### src/lobm_pkg.sv
// ----------------------------------------------------------------------------
// lobm_pkg
// Shared types and constants for the limit order book matcher.
// ----------------------------------------------------------------------------
package lobm_pkg;
    localparam int BOOK_DEPTH = 16;
    localparam int TAG_BITS   = 16;
    localparam int IDX_W      = $clog2(BOOK_DEPTH);
    localparam int VAL_W      = 31;
    localparam int STAMP_W    = 32;
    localparam logic [VAL_W-1:0] VAL_MAX = {VAL_W{1'b1}};

    localparam logic [1:0] FUNC_SUBMIT = 2'd0;
    localparam logic [1:0] FUNC_CANCEL = 2'd1;
    localparam logic [1:0] FUNC_MODIFY = 2'd2;
    localparam logic [1:0] FUNC_PRINT  = 2'd3;

    localparam logic [2:0] KIND_TRADE     = 3'd0;
    localparam logic [2:0] KIND_SELL_HDR  = 3'd1;
    localparam logic [2:0] KIND_SELL_LVL  = 3'd2;
    localparam logic [2:0] KIND_BUY_HDR   = 3'd3;
    localparam logic [2:0] KIND_BUY_LVL   = 3'd4;
    localparam logic [2:0] KIND_REJECT    = 3'd5;

    typedef enum logic [3:0] {
        S_IDLE, S_FIND, S_MSCAN, S_MFILL, S_REST,
        S_PHDR, S_PSCAN, S_PSUM, S_DONE
    } t_state;

    typedef struct packed {
        logic                sell;
        logic [VAL_W-1:0]    price;
        logic [VAL_W-1:0]    qty;
        logic [TAG_BITS-1:0] tag;
        logic [STAMP_W-1:0]  stamp;
    } t_entry;

    typedef struct packed {
        logic             wr_new;
        logic             wr_upd;
        logic             clr;
        logic [IDX_W-1:0] idx;
        t_entry           ent;
    } t_bwr;

    typedef struct packed {
        logic [2:0]          kind;
        logic [TAG_BITS-1:0] rtag;
        logic [VAL_W-1:0]    rprice;
        logic [VAL_W-1:0]    fqty;
        logic [TAG_BITS-1:0] itag;
        logic [VAL_W-1:0]    iprice;
        logic [VAL_W-1:0]    lprice;
        logic [VAL_W-1:0]    lqty;
    } t_res;
endpackage

### src/lobm_book.sv
// ----------------------------------------------------------------------------
// lobm_book
// Resting order table: valid flags, entry fields, one scan read, one write.
// ----------------------------------------------------------------------------
module lobm_book import lobm_pkg::*; (
    input  logic                  i_clk,
    input  logic                  i_rst_n,
    input  logic [IDX_W-1:0]      i_rd_idx,
    input  t_bwr                  i_wr,
    output t_entry                o_rd,
    output logic [BOOK_DEPTH-1:0] o_valid
);
    logic [BOOK_DEPTH-1:0] r_valid;
    t_entry                r_mem [BOOK_DEPTH];
    t_entry                r_rd;

    always_ff @(posedge i_clk) begin
        if (!i_rst_n) begin
            r_valid <= '0;
        end else if (i_wr.wr_new) begin
            r_valid[i_wr.idx] <= 1'b1;
        end else if (i_wr.clr) begin
            r_valid[i_wr.idx] <= 1'b0;
        end
    end

    always_ff @(posedge i_clk) begin
        if (i_wr.wr_new) begin
            r_mem[i_wr.idx] <= i_wr.ent;
        end else if (i_wr.wr_upd) begin
            r_mem[i_wr.idx].qty   <= i_wr.ent.qty;
            r_mem[i_wr.idx].stamp <= i_wr.ent.stamp;
        end
    end

    always_ff @(posedge i_clk) begin
        r_rd <= r_mem[i_rd_idx];
    end

    assign o_rd    = r_rd;
    assign o_valid = r_valid;
endmodule

### src/lobm_emit.sv
// ----------------------------------------------------------------------------
// lobm_emit
// Result output stage: holds one pending word so the final one gets last.
// ----------------------------------------------------------------------------
module lobm_emit import lobm_pkg::*; (
    input  logic                i_clk,
    input  logic                i_rst_n,
    input  logic                i_emit,
    input  t_res                i_res,
    input  logic                i_flush,
    output logic                o_valid,
    output logic                o_last,
    output t_res                o_res
);
    logic r_pend_v;
    t_res r_pend;
    logic r_out_v;
    logic r_out_last;
    t_res r_out;

    always_ff @(posedge i_clk) begin
        if (!i_rst_n) begin
            r_pend_v <= 1'b0;
            r_out_v  <= 1'b0;
        end else if (i_emit) begin
            r_pend_v <= 1'b1;
            r_out_v  <= r_pend_v;
        end else if (i_flush) begin
            r_pend_v <= 1'b0;
            r_out_v  <= r_pend_v;
        end else begin
            r_out_v  <= 1'b0;
        end
    end

    always_ff @(posedge i_clk) begin
        if (i_emit) begin
            r_pend     <= i_res;
            r_out      <= r_pend;
            r_out_last <= 1'b0;
        end else if (i_flush) begin
            r_out      <= r_pend;
            r_out_last <= 1'b1;
        end
    end

    assign o_valid = r_out_v;
    assign o_last  = r_out_last;
    assign o_res   = r_out;
endmodule

### src/limit_order_book_matcher.sv
// ----------------------------------------------------------------------------
// limit_order_book_matcher
// Price-time priority matcher over a table of resting orders, one scan
// compare unit stepping through the table under a small sequencer.
// ----------------------------------------------------------------------------
// Sequence: a tag scan of the table, then one table scan per fill search,
// then the rest and done states; print scans the table twice per level plus
// once per side, then finishes. The table scan sets the pace.
// Throughput: one command at a time; busy falls as the last word, if any, is shown.
// Results cannot be stalled. Reset clears the book and the stamp counter.
module limit_order_book_matcher import lobm_pkg::*; (
    input  logic                i_clk,
    input  logic                i_rst_n,
    input  logic                start,
    output logic                busy,
    input  logic [1:0]          i_func,
    input  logic                i_side_sell,
    input  logic                i_immediate,
    input  logic [VAL_W-1:0]    i_limit_price,
    input  logic [VAL_W-1:0]    i_order_qty,
    input  logic [TAG_BITS-1:0] i_order_tag,
    output logic                o_valid,
    output logic [2:0]          o_kind,
    output logic [TAG_BITS-1:0] o_resting_tag,
    output logic [VAL_W-1:0]    o_resting_price,
    output logic [VAL_W-1:0]    o_fill_qty,
    output logic [TAG_BITS-1:0] o_incoming_tag,
    output logic [VAL_W-1:0]    o_incoming_price,
    output logic [VAL_W-1:0]    o_level_price,
    output logic [VAL_W-1:0]    o_level_qty,
    output logic                o_last
);
    t_state r_state, n_state;
    logic [IDX_W-1:0]    r_idx, n_idx;
    logic [1:0]          r_func, n_func;
    logic                r_sell, n_sell;
    logic                r_imm, n_imm;
    logic [VAL_W-1:0]    r_price, n_price;
    logic [VAL_W-1:0]    r_rem, n_rem;
    logic [TAG_BITS-1:0] r_tag, n_tag;
    logic                r_found, n_found;
    logic [IDX_W-1:0]    r_fidx, n_fidx;
    logic                r_bfound, n_bfound;
    logic [IDX_W-1:0]    r_bidx, n_bidx;
    t_entry              r_best, n_best;
    logic [STAMP_W-1:0]  r_stamp, n_stamp;
    logic                r_hbound, n_hbound;
    logic [VAL_W-1:0]    r_lvl, n_lvl;
    logic [VAL_W-1:0]    r_sum, n_sum;

    t_entry                rd;
    logic [BOOK_DEPTH-1:0] vld;
    t_bwr                  wr;
    logic                  emit, flush;
    t_res                  res, out_res;
    logic                  last_idx;
    logic                  cur_v;
    logic                  crosses, better;
    logic                  free_f;
    logic [IDX_W-1:0]      free_i;
    logic [VAL_W:0]        sum_w;

    lobm_book u_book (
        .i_clk(i_clk), .i_rst_n(i_rst_n), .i_rd_idx(n_idx), .i_wr(wr),
        .o_rd(rd), .o_valid(vld)
    );

    lobm_emit u_emit (
        .i_clk(i_clk), .i_rst_n(i_rst_n), .i_emit(emit), .i_res(res),
        .i_flush(flush), .o_valid(o_valid), .o_last(o_last), .o_res(out_res)
    );

    assign o_kind           = out_res.kind;
    assign o_resting_tag    = out_res.rtag;
    assign o_resting_price  = out_res.rprice;
    assign o_fill_qty       = out_res.fqty;
    assign o_incoming_tag   = out_res.itag;
    assign o_incoming_price = out_res.iprice;
    assign o_level_price    = out_res.lprice;
    assign o_level_qty      = out_res.lqty;
    assign busy             = (r_state != S_IDLE);

    always_comb begin
        free_f = 1'b0;
        free_i = '0;
        for (int k = BOOK_DEPTH - 1; k >= 0; k--) begin
            if (!vld[k]) begin
                free_f = 1'b1;
                free_i = IDX_W'(k);
            end
        end
    end

    always_ff @(posedge i_clk) begin
        if (!i_rst_n) begin
            r_state <= S_IDLE;
            r_stamp <= '0;
        end else begin
            r_state <= n_state;
            r_stamp <= n_stamp;
        end
    end

    always_ff @(posedge i_clk) begin
        r_idx    <= n_idx;
        r_func   <= n_func;
        r_sell   <= n_sell;
        r_imm    <= n_imm;
        r_price  <= n_price;
        r_rem    <= n_rem;
        r_tag    <= n_tag;
        r_found  <= n_found;
        r_fidx   <= n_fidx;
        r_bfound <= n_bfound;
        r_bidx   <= n_bidx;
        r_best   <= n_best;
        r_hbound <= n_hbound;
        r_lvl    <= n_lvl;
        r_sum    <= n_sum;
    end

    always_comb begin
        n_state  = r_state;
        n_idx    = r_idx;
        n_func   = r_func;
        n_sell   = r_sell;
        n_imm    = r_imm;
        n_price  = r_price;
        n_rem    = r_rem;
        n_tag    = r_tag;
        n_found  = r_found;
        n_fidx   = r_fidx;
        n_bfound = r_bfound;
        n_bidx   = r_bidx;
        n_best   = r_best;
        n_stamp  = r_stamp;
        n_hbound = r_hbound;
        n_lvl    = r_lvl;
        n_sum    = r_sum;
        wr       = '0;
        emit     = 1'b0;
        flush    = 1'b0;
        res      = '0;
        last_idx = (r_idx == IDX_W'(BOOK_DEPTH - 1));
        cur_v    = vld[r_idx];
        crosses  = r_sell ? (rd.price >= r_price) : (rd.price <= r_price);
        better   = !r_bfound
                   || ((rd.price == r_best.price) && (rd.stamp < r_best.stamp))
                   || (r_sell ? (rd.price > r_best.price) : (rd.price < r_best.price));
        sum_w    = {1'b0, r_sum} + {1'b0, rd.qty};

        case (r_state)
            S_IDLE: begin
                if (start) begin
                    n_func  = i_func;
                    n_sell  = i_side_sell;
                    n_imm   = (i_func == FUNC_SUBMIT) ? i_immediate : 1'b0;
                    n_price = i_limit_price;
                    n_rem   = i_order_qty;
                    n_tag   = i_order_tag;
                    n_idx   = '0;
                    n_found = 1'b0;
                    if (i_func == FUNC_PRINT) begin
                        n_sell  = 1'b1;
                        n_state = S_PHDR;
                    end else begin
                        n_state = S_FIND;
                    end
                end
            end
            S_FIND: begin
                if (cur_v && (rd.tag == r_tag) && !r_found) begin
                    n_found = 1'b1;
                    n_fidx  = r_idx;
                end
                n_idx = r_idx + 1'b1;
                if (last_idx) begin
                    n_idx    = '0;
                    n_bfound = 1'b0;
                    n_state  = S_DONE;
                    case (r_func)
                        FUNC_SUBMIT: begin
                            if ((r_price != '0) && (r_rem != '0) && !n_found) begin
                                n_state = S_MSCAN;
                            end
                        end
                        FUNC_CANCEL: begin
                            wr.clr = n_found;
                            wr.idx = n_fidx;
                        end
                        FUNC_MODIFY: begin
                            if ((r_price != '0) && (r_rem != '0) && n_found) begin
                                wr.clr  = 1'b1;
                                wr.idx  = n_fidx;
                                n_state = S_MSCAN;
                            end
                        end
                        default: begin
                            n_state = S_DONE;
                        end
                    endcase
                end
            end
            S_MSCAN: begin
                if (cur_v && (rd.sell != r_sell) && crosses && better) begin
                    n_bfound = 1'b1;
                    n_bidx   = r_idx;
                    n_best   = rd;
                end
                n_idx = r_idx + 1'b1;
                if (last_idx) begin
                    n_idx   = '0;
                    n_state = S_MFILL;
                end
            end
            S_MFILL: begin
                res.kind   = KIND_TRADE;
                res.rtag   = r_best.tag;
                res.rprice = r_best.price;
                res.itag   = r_tag;
                res.iprice = r_price;
                n_bfound   = 1'b0;
                if (!r_bfound) begin
                    n_state = S_REST;
                end else if (r_best.qty > r_rem) begin
                    wr.wr_upd    = 1'b1;
                    wr.idx       = r_bidx;
                    wr.ent.qty   = r_best.qty - r_rem;
                    wr.ent.stamp = r_stamp;
                    n_stamp      = r_stamp + 1'b1;
                    res.fqty     = r_rem;
                    emit         = 1'b1;
                    n_rem        = '0;
                    n_state      = S_DONE;
                end else begin
                    wr.clr   = 1'b1;
                    wr.idx   = r_bidx;
                    res.fqty = r_best.qty;
                    emit     = 1'b1;
                    n_rem    = r_rem - r_best.qty;
                    n_state  = (n_rem == '0) ? S_DONE : S_MSCAN;
                end
            end
            S_REST: begin
                n_state = S_DONE;
                if ((r_rem != '0) && !r_imm) begin
                    if (!free_f) begin
                        res.kind   = KIND_REJECT;
                        res.itag   = r_tag;
                        res.iprice = r_price;
                        emit       = 1'b1;
                    end else begin
                        wr.wr_new    = 1'b1;
                        wr.idx       = free_i;
                        wr.ent.sell  = r_sell;
                        wr.ent.price = r_price;
                        wr.ent.qty   = r_rem;
                        wr.ent.tag   = r_tag;
                        wr.ent.stamp = r_stamp;
                        n_stamp      = r_stamp + 1'b1;
                    end
                end
            end
            S_PHDR: begin
                res.kind = r_sell ? KIND_SELL_HDR : KIND_BUY_HDR;
                emit     = 1'b1;
                n_hbound = 1'b0;
                n_lvl    = '0;
                n_found  = 1'b0;
                n_idx    = '0;
                n_state  = S_PSCAN;
            end
            S_PSCAN: begin
                if (cur_v && (rd.sell == r_sell) && (!r_hbound || (rd.price < r_price))
                    && (!r_found || (rd.price > r_lvl))) begin
                    n_found = 1'b1;
                    n_lvl   = rd.price;
                end
                n_idx = r_idx + 1'b1;
                if (last_idx) begin
                    n_idx = '0;
                    n_sum = '0;
                    if (n_found) begin
                        n_state = S_PSUM;
                    end else if (r_sell) begin
                        n_sell  = 1'b0;
                        n_state = S_PHDR;
                    end else begin
                        n_state = S_DONE;
                    end
                end
            end
            S_PSUM: begin
                if (cur_v && (rd.sell == r_sell) && (rd.price == r_lvl)) begin
                    n_sum = sum_w[VAL_W] ? VAL_MAX : sum_w[VAL_W-1:0];
                end
                n_idx = r_idx + 1'b1;
                if (last_idx) begin
                    n_idx      = '0;
                    res.kind   = r_sell ? KIND_SELL_LVL : KIND_BUY_LVL;
                    res.lprice = r_lvl;
                    res.lqty   = n_sum;
                    emit       = 1'b1;
                    n_price    = r_lvl;
                    n_hbound   = 1'b1;
                    n_found    = 1'b0;
                    n_state    = S_PSCAN;
                end
            end
            S_DONE: begin
                flush   = 1'b1;
                n_state = S_IDLE;
            end
            default: begin
                n_state = S_IDLE;
            end
        endcase
    end
endmodule

### config.mk
export PLATFORM = sky130hd
export DESIGN_NAME = limit_order_book_matcher
export DESIGN_NICKNAME = d
export VERILOG_FILES = /design/src/lobm_pkg.sv /design/src/lobm_book.sv /design/src/lobm_emit.sv /design/src/limit_order_book_matcher.sv
export SDC_FILE = /design/constraint.sdc
export NUM_CORES = 2
export LEC_CHECK = 0
export BUFFER_PORTS_ARGS = -buffer_cell sky130_fd_sc_hd__clkbuf_2
export CAP_MARGIN = 20
export CORE_MARGIN = 2
export CORE_UTILIZATION = 39
export CTS_BUF_LIST = sky130_fd_sc_hd__clkbuf_16
export DETAILED_ROUTE_END_ITERATION = 7
export PLACE_DENSITY = 0.52
export SYNTH_ARGS = -nofsm -noshare
export SYNTH_HDL_FRONTEND = slang
export SYNTH_SLANG_ARGS = --single-unit
### constraint.sdc
create_clock -name i_clk -period 17.55 [get_ports i_clk]
set_input_delay 1.755 -clock i_clk [delete_from_list [all_inputs] [get_ports i_clk]]
set_output_delay 1.755 -clock i_clk [all_outputs]
set_load 0.05 [all_outputs]
## After elaboration in Yosys (flattened, before gate mapping)

Memories as Yosys holds them, arrays and structs flattened. A register that Yosys moved wholly into a read port is not among the register bits.
Index checks and enable logic that the tools add are counted.

| cells by class | value |
|---|---|
| add/sub/neg operators | 5 |
| magnitude comparators | 11 |
| equality and inequality tests | 29 |
| mux-type cells | 144 |
| bitwise operators | 5 |
| reduce and logical (&&, ||, !) cells | 57 |

Operators with widths:

| operator | number |
|---|---|
| 31-bit 2-to-1 mux | 13 |
| 190-bit 2-to-1 mux | 2 |
| 31-bit case mux with 2 select lines | 5 |
| 32-bit 2-to-1 mux | 8 |
| 115-bit 2-to-1 mux | 2 |
| 32-bit case mux with 2 select lines | 2 |
| 4-bit 2-to-1 mux | 31 |
| 47-bit 2-to-1 mux | 2 |
| 47-bit case mux with 2 select lines | 1 |
| 31-bit > comparator | 3 |
| 31-bit equality test | 2 |
| 31-bit less-than comparator | 2 |
| 31-bit nonzero test | 2 |
| 31-bit subtractor | 2 |
| 1-bit 2-to-1 mux | 52 |
| 16-bit 2-to-1 mux | 3 |
| 31-bit by 31-bit adder with 32-bit output | 1 |
| 32-bit by 1-bit adder with 32-bit output (second input constant) | 1 |
| 32-bit less-than comparator | 1 |
| 4-bit case mux with 8 select lines | 1 |
| 31-bit greater-or-equal comparator | 1 |
| 31-bit <= comparator | 1 |
| 31-bit logical NOT | 1 |
| 2-bit inequality test (second input constant) | 12 |
| 44 further kinds | 100 |

| storage, ports and cells | value |
|---|---|
| register bits after elaboration | 704 |
| RAM bits | 1776 |
| input bits | 85 |
| output and inout bits | 193 |
| memories | 1 |

Memory list:

| memory | words | width | rd ports | clocked after Yosys merged registers in | write ports | line | source |
|---|---|---|---|---|---|---|---|
| u_book.r_mem | 16 | 111 | 1 | 1 | 1 | lobm_book.sv:14 | `t_entry r_mem [BOOK_DEPTH];` |

## Depth between registers and ports, before layout

| logic depth | value |
|---|---|
| depth after elaboration | 27 |
| gate-level depth with buffers | 15 |

## By module

From an unflattened synthesis, not the netlist that was laid out.

| second synthesis, totals | value |
|---|---|
| cells, all modules | 5957 |
| area, all modules | 104172.4 µm² |

Modules (own cells, without submodules):

| module | instances | cells an instance | area an instance (µm²) | sequential area each (µm²) |
|---|---|---|---|---|
| lobm_book | 1 | 2949 | 69320.2 | 55873.6 |
| limit_order_book_matcher | 1 | 2619 | 23347.4 | 8758.4 |
| lobm_emit | 1 | 389 | 11504.8 | 11471.0 |

## Least setup slack after synthesis

No wires, ideal clock.

| path | value |
|---|---|
| kind | register -> register |
| start | register r_rem[1] |
| end | register u_emit.r_out_v, in the netlist u_emit.o_valid |
| data arrival time | 12.908 ns |
| data required time | 17.398 ns |
| setup slack | 4.489 ns |
| stages on the path, launching flop included | 9 |
| path buffers | 1 |
| path through | edfxtp_1 nor4_1 nand4_1 o21ai_0 nand2b_1 clkbuf_1 nand4_1 nand2b_1 and3_1 |

| between the ends | value |
|---|---|
| longest elaborated chain between the ends | 5 |

RTL lines:

| item | line | source |
|---|---|---|
| start, declared | limit_order_book_matcher.sv:39 | `logic [VAL_W-1:0] r_rem, n_rem;` |
| start signal, assigned | limit_order_book_matcher.sv:110 | `r_rem <= n_rem;` |
| 31-bit nonzero test | limit_order_book_matcher.sv:246 | `if ((r_rem != '0) && !r_imm) begin` |
| 1-bit logical AND | limit_order_book_matcher.sv:246 |  |
| 1-bit 2-to-1 mux | limit_order_book_matcher.sv:246 |  |
| 1-bit case mux with 4 select lines | limit_order_book_matcher.sv:152 | `case (r_state)` |
| net emit | limit_order_book_matcher.sv:54 | `logic emit, flush;` |
| 1-bit 2-to-1 mux | lobm_emit.sv:25 | `end else if (i_emit) begin` |
| end signal, assigned | lobm_emit.sv:27 | `r_out_v <= r_pend_v;` |
| end signal, assigned | lobm_emit.sv:30 | `r_out_v <= r_pend_v;` |
| end, declared | lobm_emit.sv:17 | `logic r_out_v;` |

The timed path passes the listed nets, and every way through them passes these cells.
A chain may end at the register's enable or synchronous reset.

## Final worst setup path

| path | value |
|---|---|
| start | register r_state[1] |
| end | register, netlist name u_book.o_rd[15] |

| between the ends | value |
|---|---|
| longest elaborated chain between the ends | 3 |
| elaborated cells between the ends (all ways) | 8 |
| classes of those cells | eq/ne (5); mux (1); reduce/logical (2) |

RTL lines:

| item | line | source |
|---|---|---|
| start, declared | limit_order_book_matcher.sv:33 | `t_state r_state, n_state;` |
| start signal, assigned | limit_order_book_matcher.sv:99 | `r_state <= n_state;` |
| 4-bit by 3-bit equality test with 1-bit output, or another cell as far along | limit_order_book_matcher.sv:152 |  |
| 4-bit OR reduction (no line) | n/a |  |
| 4-bit case mux with 3 select lines (*) | limit_order_book_matcher.sv:152 |  |

Mark *: on every way between the ends. The rest lies on a longest branch, timed or not.

==> results.txt <==
number of stages on the worst setup path = 14
maximum operating frequency = 152.0 MHz
data arrival time of the worst path = 7380 ps
Relative slew margins = 20.50%
Core Region = 0.2710 mm^2
global-route wire length before repair = 437100 um
Routed Antenna Nets = 0
clock net sink count = 2591
Post-Syn Area per Cell = 12.83 um^2
Std-Cell Rows = 191
post-synthesis net count = 8599
Die ar. = 0.2768 mm^2
Total Neg Setup Slack = 0 ps
Total Wirelength = 296900 um
Finish-stage setup viols = 0
Post-CTS Hold Fix Bufs = 0
critical path endpoint category = flip-flop
power per unit of standard cell area = 155.6 mW/mm^2
crit-path cells = xnor2_1 -> nor2_1 -> o22ai_1 -> a22oi_2 -> buf_4 -> buf_4 -> buf_12 -> buf_4 -> buf_4 -> nand2_1 -> and3_1 -> a311oi_1 -> a31oi_1 -> a21oi_1
Area Growth Syn to Fin = 13.81%
total grt overflow = 0
status = finished clean
y dimension of the die = 526.2 um
timing endpoint of the critical path = u_book.o_rd[15]
top-level port count = 278
minimum period implied by the final worst setup slack = 6580 ps
RSZ-0062 raised after global routing = false
post-layout net count = 8805
hold crit path type = flip-flop to flip-flop
endpoint of the worst register-to-register path = u_book.o_rd[15]
cell count after synthesis = 8290
weighted congestion at the end of routability-driven global placement = 0.8698
placed inst area = 0.1119 mm^2
Worst Tran Pin Value = 1192 ps
final hold slack = 407.3 ps
initial core utilization = 39.24%
Resized cells post-CTS = 0
Non-Filler Cell Area, Final = 0.1210 mm^2
Avg Vias per Cell = 5.486
required arrival time at the worst endpoint = 18350 ps
number of enable-type register cells in the synthesized netlist = 2421
Root Buffer = sky130_fd_sc_hd__clkbuf_16
insertion delay to the later sink of the worst-skew pair = 900 ps
via count = 67430
share of async-settable or async-resettable flops after synthesis = 0%
type of origin of the critical path = flip-flop
biggest cell delay along the critical path = 850 ps
deepest clock path buffer count = 4
Top cell by count, worst path = sky130_fd_sc_hd__buf_4
DRC marker count from the first detailed-route iteration = 6221
ys flop type = sky130_fd_sc_hd__edfxtp_1
Post-CTS Setup Bufs = 0
top cell family by delay on the critical path = buffers and inverters
input/output buffers = 277
Final Hold Fails = 0
cell types occupying the most area after synthesis = sky130_fd_sc_hd__edfxtp_1, sky130_fd_sc_hd__nand2_1, sky130_fd_sc_hd__dfxtp_1
ratio of cells with drive above 1 in the final layout = 10.51%
Total Routing Usage GR = 20.87%
number of library cell types mapped by synthesis = 88
count of maximum capacitance violations = 0
Post-DP HPWL = 168500 um
number of remaining DRC errors = 0
worst-path cell with the longest stage delay = sky130_fd_sc_hd__buf_4
number of cells traversed by the worst register-to-register path = 14
Slew Limit Fails = 0
proportion of synthesized chip area in sequential cells = 71.57%
clock-pin slew of the registers on the worst-case setup and hold paths = 70 ps
Die Wd = 526.2 um
Initial DRT Pass Iterations = 6
Routed wire per std cell = 24.16 um
library cell with the largest summed area after synthesis = sky130_fd_sc_hd__edfxtp_1
Yosys warnings = 0
skew final = 69.88 ps
pin count of the biggest net entering global routing = 173
Crit Path Max Fanout = 166
total clock buffers created by CTS = 281
number of H-tree levels = 5
maximum resistive drop on vdd = 0.0001983 V
ratio of final minimum period to clock period = 37.49%
Mapped Area = 0.1063 mm^2
worst setup path startpoint = r_state[1]
top cell types by occurrence after synthesis = sky130_fd_sc_hd__edfxtp_1, sky130_fd_sc_hd__nand2_1, sky130_fd_sc_hd__nand3_1
cell with the most instances after synthesis = sky130_fd_sc_hd__edfxtp_1
number of global-route vias before repair = 65460
Yosys top cell area share = 68.37%
LEAKAGE = 42.62 nW
#FFs+latches synth = 2591
utilization after layout = 44.65%
start of the worst register-to-register path = r_state[1]
register-to-register setup slack = 10970 ps
Critical Setup Path Class = flip-flop to flip-flop
buffer and inverter count on the worst path = 5
number of antenna violations at the first check in global routing = 13
CTS tree = yes
logic make-up (layout without fill, tap and decap cells):
logic type / after synthesis / in the layout / share of synthesized area [%]
flip-flops: 2591 / 2591 / 71.57
AND/OR/NAND/NOR: 3407 / 3407 / 14.15
buffers and inverters: 729 / 1157 / 2.598
XOR/XNOR: 112 / 112 / 0.9225
AO/OA/AOI/OAI: 1214 / 1214 / 7.899
multiplexers: 13 / 13 / 0.1989
other: 0 / 4 / 0
adder cells (fa/ha/maj): 224 / 224 / 2.657
layer usage:
metal | track usage (%) | vias up | share of wire [%]
met1 | 30.36 | 33900 | 46
met4 | 5.998 | 2 | 2.9
met2 | 32.80 | 2160 | 45
met5 | 0 | - | 0.0044
met3 | 2.588 | 409 | 5.7
li1 | - | 30960 | -
where the power goes:
part           internal [mW]  total [mW]  switching (mW)
clock network           3.38        5.81            2.44
logic                   1.80        5.52            3.72
registers               7.13        7.50           0.363
worst min-delay path by stage:
stage	startpoint	endpoint	slack (ps)	depth (start not counted)
floorplan	u_book.o_rd[0]	r_best[0]	400	0
global placement	u_emit.r_pend[123]	u_emit.o_res[123]	400	0
global route	u_emit.r_pend[165]	u_emit.o_res[165]	420	0
finish	u_emit.r_pend[165]	u_emit.o_res[165]	410	0
CTS	u_emit.r_pend[165]	u_emit.o_res[165]	410	0
detailed placement	u_emit.r_pend[126]	u_emit.o_res[126]	400	0
flip-flops by register name, summed over array words and instances, names as in the netlist, 31 cells and up, named ones only:
signal / flops
r_sum: 31
u_book.r_mem: 1776
r_price: 31
u_emit.r_pend: 190
r_lvl: 31
u_book.o_rd: 111
r_rem: 31
r_best: 110
u_emit.o_res: 190
r_stamp: 32
per-stage QoR:
step                cells  power, mW  worst slack, ps
floorplan            8290      11.47             4489
finish              12290      18.83            10970
detailed placement  11770      13.13            10670
global route        12290      19.84            10490
global placement    11770      13.07            10690
CTS                 12280      18.97            11020
layout make-up:
cell class              count  area (um^2)
fillers                 24560       150000
flip-flops and latches   2591        76100
multi-input cells        4970        27900
clock buffers             289         7232
well taps                3570         4467
repair buffers            427         2658
clock inverters           216         1787
inverters                 225        859.6
diodes                      4        10.01
worst register-to-register path, cell delays in order (launching register included):
cell and delay, ps:
sky130_fd_sc_hd__dfxtp_1 800, sky130_fd_sc_hd__xnor2_1 270, sky130_fd_sc_hd__nor2_1 360, sky130_fd_sc_hd__o22ai_1 280, sky130_fd_sc_hd__a22oi_2 180, sky130_fd_sc_hd__buf_4 530, sky130_fd_sc_hd__buf_4 670, sky130_fd_sc_hd__buf_12 600
sky130_fd_sc_hd__buf_4 1110, sky130_fd_sc_hd__buf_4 840, sky130_fd_sc_hd__nand2_1 160, sky130_fd_sc_hd__and3_1 200, sky130_fd_sc_hd__a311oi_1 250, sky130_fd_sc_hd__a31oi_1 80, sky130_fd_sc_hd__a21oi_1 190
cell usage in the layout (no fill, tap or decap), types with 26 or more instances in the layout:
cell type                   Yosys  routed
sky130_fd_sc_hd__a21o_1        59      59
sky130_fd_sc_hd__a21oi_1      301     300
sky130_fd_sc_hd__a311oi_1     335     335
sky130_fd_sc_hd__a31oi_1      127     127
sky130_fd_sc_hd__and2_1       145     145
sky130_fd_sc_hd__and3_1       252     248
sky130_fd_sc_hd__buf_4          1     135
sky130_fd_sc_hd__bufinv_16      0      26
sky130_fd_sc_hd__clkbuf_16      0     289
sky130_fd_sc_hd__clkbuf_2       0     277
sky130_fd_sc_hd__clkinv_1       0      64
sky130_fd_sc_hd__clkinv_2       0      39
sky130_fd_sc_hd__dfxtp_1      170     170
sky130_fd_sc_hd__edfxtp_1    2421    2421
sky130_fd_sc_hd__ha_1         221     221
sky130_fd_sc_hd__inv_1        223     276
sky130_fd_sc_hd__nand2_1     1946    1943
sky130_fd_sc_hd__nand3_1      498     496
sky130_fd_sc_hd__nand4_1       74      74
sky130_fd_sc_hd__nor2_1       314     289
sky130_fd_sc_hd__nor2_4         0      28
sky130_fd_sc_hd__nor2b_1       33      33
sky130_fd_sc_hd__nor3_1        53      50
sky130_fd_sc_hd__o21a_1        59      56
sky130_fd_sc_hd__o21ai_0      116     114
sky130_fd_sc_hd__o22ai_1       48      40
sky130_fd_sc_hd__o31ai_1       39      39
sky130_fd_sc_hd__xnor2_1       79      79
sky130_fd_sc_hd__xor2_1        33      33
Note: power is estimated with default switching activity, not from simulation.
